### src/rtl/core/srs_pkg.sv
// shared types and constants of the stable record sorter
package srs_pkg;

  localparam int unsigned MaxRecordsDef = 64;
  localparam int unsigned KeyW          = 8;
  localparam int unsigned ScoreW        = 10;
  localparam int unsigned TagW          = 6;
  localparam logic [ScoreW-1:0] TotalScoreRst = 10'd100;

  // input beat
  typedef struct packed {
    logic [KeyW-1:0]   sort_key;
    logic [ScoreW-1:0] score;
    logic [TagW-1:0]   record_tag;
    logic              is_last;
  } in_beat_t;

  // output beat
  typedef struct packed {
    logic [TagW-1:0]   out_tag;
    logic [ScoreW-1:0] out_score;
    logic              passed;
    logic [ScoreW-1:0] best_score;
    logic [TagW-1:0]   best_tag;
    logic              overflowed;
    logic              last_out;
  } out_beat_t;

  // one stored record
  typedef struct packed {
    logic [KeyW-1:0]   key;
    logic [ScoreW-1:0] score;
    logic [TagW-1:0]   tag;
  } rec_t;

  // per-cycle command broadcast to every cell
  typedef struct packed {
    logic insert;
    logic shift;
  } cell_ctl_t;

  typedef enum logic [1:0] {
    ST_LOAD = 2'b01,
    ST_EMIT = 2'b10
  } state_e;

endpackage

### src/rtl/core/srs_cell.sv
// one cell of the sorting chain: holds one record and its valid bit
module srs_cell (
  input  logic              clk_i,
  input  logic              rst_ni,
  input  srs_pkg::cell_ctl_t ctl_i,
  input  srs_pkg::rec_t     new_rec_i,
  input  srs_pkg::rec_t     left_rec_i,
  input  logic              left_valid_i,
  input  logic              left_gt_i,
  input  srs_pkg::rec_t     right_rec_i,
  input  logic              right_valid_i,
  output srs_pkg::rec_t     rec_o,
  output logic              valid_o,
  output logic              gt_o
);
  import srs_pkg::*;

  rec_t rec_q, rec_d;
  logic valid_q, valid_d;
  logic take;

  // stored key strictly above the new key: this cell moves one place right
  assign gt_o = valid_q && (rec_q.key > new_rec_i.key);

  // cell takes a record when it moves right or is the first empty slot
  assign take = gt_o || (!valid_q && left_valid_i);

  always_comb begin
    rec_d   = rec_q;
    valid_d = valid_q;
    if (ctl_i.shift) begin
      rec_d   = right_rec_i;
      valid_d = right_valid_i;
    end else if (ctl_i.insert && take) begin
      rec_d   = left_gt_i ? left_rec_i : new_rec_i;
      valid_d = 1'b1;
    end
  end

  // valid bit
  always_ff @(posedge clk_i or negedge rst_ni) begin
    if (!rst_ni) begin
      valid_q <= 1'b0;
    end else begin
      valid_q <= valid_d;
    end
  end

  // record payload
  always_ff @(posedge clk_i) begin
    rec_q <= rec_d;
  end

  assign rec_o   = rec_q;
  assign valid_o = valid_q;

endmodule

### src/rtl/core/stable_record_sorter_with_max.sv
// top level of the stable record sorter with best-score tracking
//
// Input channel in_valid_i / in_stall_o / in_data_i carries one record per
// beat. Records are inserted into a chain of cells kept sorted by key, equal
// keys in arrival order, one beat per cycle. A beat with is_last set is
// loaded too and then starts emission: the chain shifts toward cell 0 and
// one sorted record per cycle, unless the output stalls, moves into the
// output register; the first output beat passes the state register and
// then the output register after the last input beat was taken. While a
// set is emitted in_stall_o is high; the next set may start loading from
// the cycle after the final beat has been moved into the output register.
// A stall on out_stall_i holds the output beat and pauses the chain. Records
// beyond MAX_RECORDS are dropped and reported by overflowed. cfg_we_i writes
// total_score; the pass threshold is half of it, rounded down. Reset empties
// the chain, clears the best score and sets total_score to 100.
module stable_record_sorter_with_max #(
  parameter int unsigned MAX_RECORDS = srs_pkg::MaxRecordsDef
) (
  input  logic                      clk_i,
  input  logic                      rst_ni,
  input  logic                      cfg_we_i,
  input  logic [srs_pkg::ScoreW-1:0] cfg_wdata_i,
  input  logic                      in_valid_i,
  output logic                      in_stall_o,
  input  srs_pkg::in_beat_t         in_data_i,
  output logic                      out_valid_o,
  input  logic                      out_stall_i,
  output srs_pkg::out_beat_t        out_data_o
);
  import srs_pkg::*;

  localparam int unsigned CntW = $clog2(MAX_RECORDS + 1);
  localparam logic [CntW-1:0] CntMax = CntW'(MAX_RECORDS);
  localparam logic [CntW-1:0] CntOne = CntW'(1);

  state_e            state_q, state_d;
  logic [CntW-1:0]   count_q, count_d;
  logic [ScoreW-1:0] top_score_q, top_score_d;
  logic [TagW-1:0]   top_tag_q, top_tag_d;
  logic              drop_q, drop_d;
  logic [ScoreW-1:0] total_q;
  logic              out_valid_q, out_valid_d;
  out_beat_t         out_q, out_d;

  logic      in_acc, full, emit_step;
  rec_t      new_rec;
  cell_ctl_t ctl;

  rec_t                   cell_rec [MAX_RECORDS];
  logic [MAX_RECORDS-1:0] cell_valid;
  logic [MAX_RECORDS-1:0] cell_gt;

  assign in_stall_o = (state_q != ST_LOAD);
  assign in_acc     = in_valid_i && !in_stall_o;
  assign full       = (count_q == CntMax);
  assign emit_step  = (state_q == ST_EMIT) && (!out_valid_q || !out_stall_i);

  assign new_rec.key   = in_data_i.sort_key;
  assign new_rec.score = in_data_i.score;
  assign new_rec.tag   = in_data_i.record_tag;

  assign ctl.insert = in_acc && !full;
  assign ctl.shift  = emit_step;

  // chain of cells, cell 0 holds the smallest key
  for (genvar i = 0; i < MAX_RECORDS; i++) begin : g_cell
    rec_t left_rec, right_rec;
    logic left_valid, left_gt, right_valid;
    if (i == 0) begin : g_first
      assign left_rec   = new_rec;
      assign left_valid = 1'b1;
      assign left_gt    = 1'b0;
    end else begin : g_mid_l
      assign left_rec   = cell_rec[i-1];
      assign left_valid = cell_valid[i-1];
      assign left_gt    = cell_gt[i-1];
    end
    if (i == MAX_RECORDS - 1) begin : g_last
      assign right_rec   = new_rec;
      assign right_valid = 1'b0;
    end else begin : g_mid_r
      assign right_rec   = cell_rec[i+1];
      assign right_valid = cell_valid[i+1];
    end
    srs_cell u_cell (
      .clk_i         (clk_i),
      .rst_ni        (rst_ni),
      .ctl_i         (ctl),
      .new_rec_i     (new_rec),
      .left_rec_i    (left_rec),
      .left_valid_i  (left_valid),
      .left_gt_i     (left_gt),
      .right_rec_i   (right_rec),
      .right_valid_i (right_valid),
      .rec_o         (cell_rec[i]),
      .valid_o       (cell_valid[i]),
      .gt_o          (cell_gt[i])
    );
  end

  // set bookkeeping and sequencing
  always_comb begin
    state_d     = state_q;
    count_d     = count_q;
    top_score_d = top_score_q;
    top_tag_d   = top_tag_q;
    drop_d      = drop_q;
    case (state_q)
      ST_LOAD: begin
        if (in_acc) begin
          if (full) begin
            drop_d = 1'b1;
          end else begin
            count_d = count_q + CntOne;
            if (count_q == '0 || in_data_i.score > top_score_q) begin
              top_score_d = in_data_i.score;
              top_tag_d   = in_data_i.record_tag;
            end
          end
          if (in_data_i.is_last) begin
            state_d = ST_EMIT;
          end
        end
      end
      ST_EMIT: begin
        if (emit_step) begin
          count_d = count_q - CntOne;
          if (count_q == CntOne) begin
            state_d     = ST_LOAD;
            top_score_d = '0;
            top_tag_d   = '0;
            drop_d      = 1'b0;
          end
        end
      end
      default: begin
        state_d = ST_LOAD;
      end
    endcase
  end

  // output register
  always_comb begin
    out_valid_d = out_valid_q;
    out_d       = out_q;
    if (emit_step) begin
      out_valid_d      = 1'b1;
      out_d.out_tag    = cell_rec[0].tag;
      out_d.out_score  = cell_rec[0].score;
      out_d.passed     = (cell_rec[0].score >= {1'b0, total_q[ScoreW-1:1]});
      out_d.best_score = top_score_q;
      out_d.best_tag   = top_tag_q;
      out_d.overflowed = drop_q;
      out_d.last_out   = (count_q == CntOne);
    end else if (!out_stall_i) begin
      out_valid_d = 1'b0;
    end
  end

  // control registers
  always_ff @(posedge clk_i or negedge rst_ni) begin
    if (!rst_ni) begin
      state_q     <= ST_LOAD;
      count_q     <= '0;
      top_score_q <= '0;
      top_tag_q   <= '0;
      drop_q      <= 1'b0;
      total_q     <= TotalScoreRst;
      out_valid_q <= 1'b0;
    end else begin
      state_q     <= state_d;
      count_q     <= count_d;
      top_score_q <= top_score_d;
      top_tag_q   <= top_tag_d;
      drop_q      <= drop_d;
      out_valid_q <= out_valid_d;
      if (cfg_we_i) begin
        total_q <= cfg_wdata_i;
      end
    end
  end

  // output payload
  always_ff @(posedge clk_i) begin
    out_q <= out_d;
  end

  assign out_valid_o = out_valid_q;
  assign out_data_o  = out_q;

  // checks
  a_count_matches_cells: assert property (@(posedge clk_i) disable iff (!rst_ni)
    $countones(cell_valid) == int'(count_q))
    else $error("record count differs from occupied cells");

  a_count_in_range: assert property (@(posedge clk_i) disable iff (!rst_ni)
    count_q <= CntMax)
    else $error("record count above capacity");

  a_emit_not_empty: assert property (@(posedge clk_i) disable iff (!rst_ni)
    state_q == ST_EMIT |-> count_q != '0)
    else $error("emission with an empty chain");

  a_final_beat_returns: assert property (@(posedge clk_i) disable iff (!rst_ni)
    emit_step && count_q == CntOne |=> state_q == ST_LOAD && count_q == '0 && !drop_q)
    else $error("set not cleared after final beat");

endmodule

### config.mk
export PLATFORM = sky130hd
export DESIGN_NAME = stable_record_sorter_with_max
export DESIGN_NICKNAME = d
export VERILOG_FILES = /design/src/rtl/core/srs_pkg.sv /design/src/rtl/core/srs_cell.sv /design/src/rtl/core/stable_record_sorter_with_max.sv
export SDC_FILE = /design/constraint.sdc
export NUM_CORES = 2
export LEC_CHECK = 0
export BUFFER_PORTS_ARGS = -buffer_cell sky130_fd_sc_hd__clkbuf_2
export CORE_UTILIZATION = 50
export CTS_BUF_LIST = sky130_fd_sc_hd__clkbuf_16
export CTS_CLUSTER_DIAMETER = 30
export DETAILED_ROUTE_END_ITERATION = 8
export HOLD_SLACK_MARGIN = 0.1
export PLACE_DENSITY = 0.65
export SETUP_SLACK_MARGIN = 0.3
export SLEW_MARGIN = 20
export SYNTH_ARGS = -nofsm -noshare
export SYNTH_HDL_FRONTEND = slang
export SYNTH_SLANG_ARGS = --single-unit
### constraint.sdc
create_clock -name clk_i -period 9.25 [get_ports clk_i]
set_input_delay 1.3875 -clock clk_i [delete_from_list [all_inputs] [get_ports clk_i]]
set_output_delay 1.3875 -clock clk_i [all_outputs]
set_load 0.05 [all_outputs]
==> results.toml <==
[run_status]
outcome = "finished clean"

[final_layout]
fin_nets = 9494
drive_above_1_share_pct = 10.74
layoutNonFillerInstCount = 11790
area_growth_pct = 16.36

[die]
die_y_um = 442.6
rows = 161
start_util_pct = 50.35
die_w_um = 442.6
coreArea_um2 = 192800
die-area_um2 = 195900
pin_count = 77

[worst_setup_path]
cp.arrival_ns = 5.92
path_max_fanout = 64
cp_cell_sequence = "buf_4, inv_4, buf_4, ha_1, nand4_1, o21ai_0, a21oi_1, a21oi_4, a21boi_0, o21ai_2, buf_4"
start_kind = "primary input"
worstSetupPathType = "in2reg"
crit_slowest_cell = "a21oi_4"
crit_top_cell = "buf_4"
critPathMaxStageDelay_ns = 0.85
worstReg2RegStart = "count_q[3]"
path_buf_inv = 4
timing.rr.end = "g_cell[62].u_cell.rec_o[9]"
cp-end-kind = "flop"
worstPathRequired_ns = 9.93
reg2reg_slack_ns = 5.35
reg2reg_depth = 7
critical_path.top_delay_family = "buffers and inverters"

[hold_path]
hold_end = "out_data_o[14]"
hp-class = "reg2reg"
holdCritStartpoint = "top_score_q[6]"
holdPathStages = 0

[yosys]
synth_edf_count = 1571
yosys.area.top_type_share_pct = 48.60
seq_area_frac_synth_pct = 51.18
yosysTopAreaCell = "edfxtp_1"
yosys-top-cells-count = "nand2_1 (1749), o21ai_0 (1670), edfxtp_1 (1571)"
synth.avg_cell_area_um2 = 10.82
syn_inst = 8970
ys_warn_count = 0
yosys.cell_types.count = 58
synth_most_common_cell = "nand2_1"
synth_area_um2 = 97070
syn_nets = 9545
synth-seq-cells = 1671
async_reset_ff_share_pct = 5.984
synthTopCellsByArea = "edfxtp_1 (49%), mux2i_1 (15%), o21ai_0 (8.6%), ha_1 (6.9%), nand2_1 (6.8%)"
synth-main-ff-cell = "edfxtp_1"

[timing]
fin_crit_sh_pct = 56.68
grt_setup_unrepaired = "false"
hold_viol_final = 0
fin_setup_tns_ns = 0
fin_skew_ns = 0.06012
fmax_mhz = 190.7
setup_slack_ns = 4.007
setup_violations = 0
worst_pin_slew_ns = 1.188
slew_headroom_pct = 20.77
post-route-min-period_ns = 5.243
slew_violations = 0

[job]
drv_cap = 0

[power_and_ir_drop]
ir_drop_mv = 0.2131
seqPwrFrac_pct = 35.2
internal_power_uw = 22560
p_sw_uw = 9141
pwr-share-comb_pct = 19.6
power_frac_clock_pct = 45.3
power.density_nw_per_um2 = 280.7
power_uw = 31700
p_sw_share_pct = 28.83
leakage_uw = 0.04518

[global_routing]
gr-usage-all-layers_pct = 26.40
antenna_found_initial = 3
grt_pass1_wl_mm = 410.8
grt_pass1_vias = 72590
grt_max_degree = 315
overflow = 0

[route]
firstDrtPassIters = 6
drtAntennaViolNets = 0
routed_wl_mm = 264.5
drt-initial-drc-count = 5994
vias_per_cell = 5.987
num_vias = 70570
drcViolationCount = 0
wl_per_cell_um = 22.44

[placement]
dp_slack_ns = 3.113
place_hpwl_mm = 170.8
portBuffers = 75
dp_cells = 11000
place.gp.congestion = 0.8587

[cts]
clk_pin_slew_worst_paths_ns = 0.05
cts_setup_buffers = 0
cts_resized = 0
cts_inserted_buffers = 423
cts_buffer_depth = 4
cts_tree = "built"
root_buffer = "clkbuf_16"
cts_max_level = 5
clock_latency_ns = 0.96
cts_sinks = 1671
hold_buffers = 0
power groups by stage:
stage	clock, uW	sequential, uW	combinational (uW)
after floorplan	0	10900	4650
after detailed placement	0	11300	6060
after global routing	14900	11300	6820
final	14300	11200	6200
after CTS	14500	11100	6090
after global placement	0	11200	5770
cell usage in the layout (no fill, tap or decap), drive strengths merged, types with 5 or more instances in the layout:
cell,count
nand3,66
nor3,7
ha,535
and2,44
a21boi,59
clkbuf,478
a21oi,344
clkinv,191
a21o,67
buf,142
nand4,128
clkinvlp,35
nand2,1751
o221ai,45
dfrtp,96
edfxtp,1571
nor2b,5
inv,281
nor2,70
mux2,26
o21ai,1699
a211oi,19
bufinv,57
mux2i,1503
routing by layer:
metal	global-route usage (%)	part of all wire, %	wire length [um]	vias to the layer above
li1	-	-	-	32920
met1	34.40	42	111000	34730
met2	43.48	48	126700	2333
met3	4.482	6.3	16790	590
met4	11.01	3.8	10070	0
met5	0	0	0	-
registers in the layout, summed over array words and instances, names as in the netlist, 2 cells and up:
name,count
top_score_q,10
g_cell.u_cell.valid_o,64
count_q,7
state_q,2
total_q,9
g_cell.u_cell.rec_o,1536
top_tag_q,6
out_data_o,35
metrics by stage:
stage               instance area [um2]  hold WS [ns]  util (%)
finish                           113000        0.4455     58.59
global route                     113000        0.4511     58.59
CTS                              112500        0.4338     58.37
detailed placement                98620        0.4363     51.16
global placement                  98390        0.4319     51.04
floorplan                         97070        0.4249         -
final cells by class:
cell class	count	area, um2
clock buffers	428	10710
fillers	15690	79830
diodes	1	2.502
flip-flops and latches	1671	49680
multi-input cells	6406	43540
inverters	225	875.8
clock inverters	339	3188
repair buffers	192	1797
well taps	2526	3161
worst max-delay path by stage:
stage               depth (start not counted)                         end  slack, ns          start
global route                               11  g_cell[2].u_cell.rec_o[12]       3.85  in_data_i[24]
CTS                                        11  g_cell[2].u_cell.rec_o[12]       4.11  in_data_i[24]
finish                                     11  g_cell[2].u_cell.rec_o[18]       4.01  in_data_i[24]
detailed placement                         11  g_cell[2].u_cell.rec_o[13]       3.11  in_data_i[24]
floorplan                                  11  g_cell[47].u_cell.rec_o[0]       2.91  in_data_i[24]
global placement                           11   g_cell[1].u_cell.rec_o[9]       3.12  in_data_i[24]
kinds of logic after synthesis:
logic type,count (synthesis),share of synthesized area [%]
fa+ha+maj,535,6.896
simple gates,2086,8.695
compound gates,2249,12.46
flops,1671,51.18
mux,1529,15.80
xor+xnor,7,0.06316
buf+inv,893,4.906
Power figures use the tool's default switching activity.
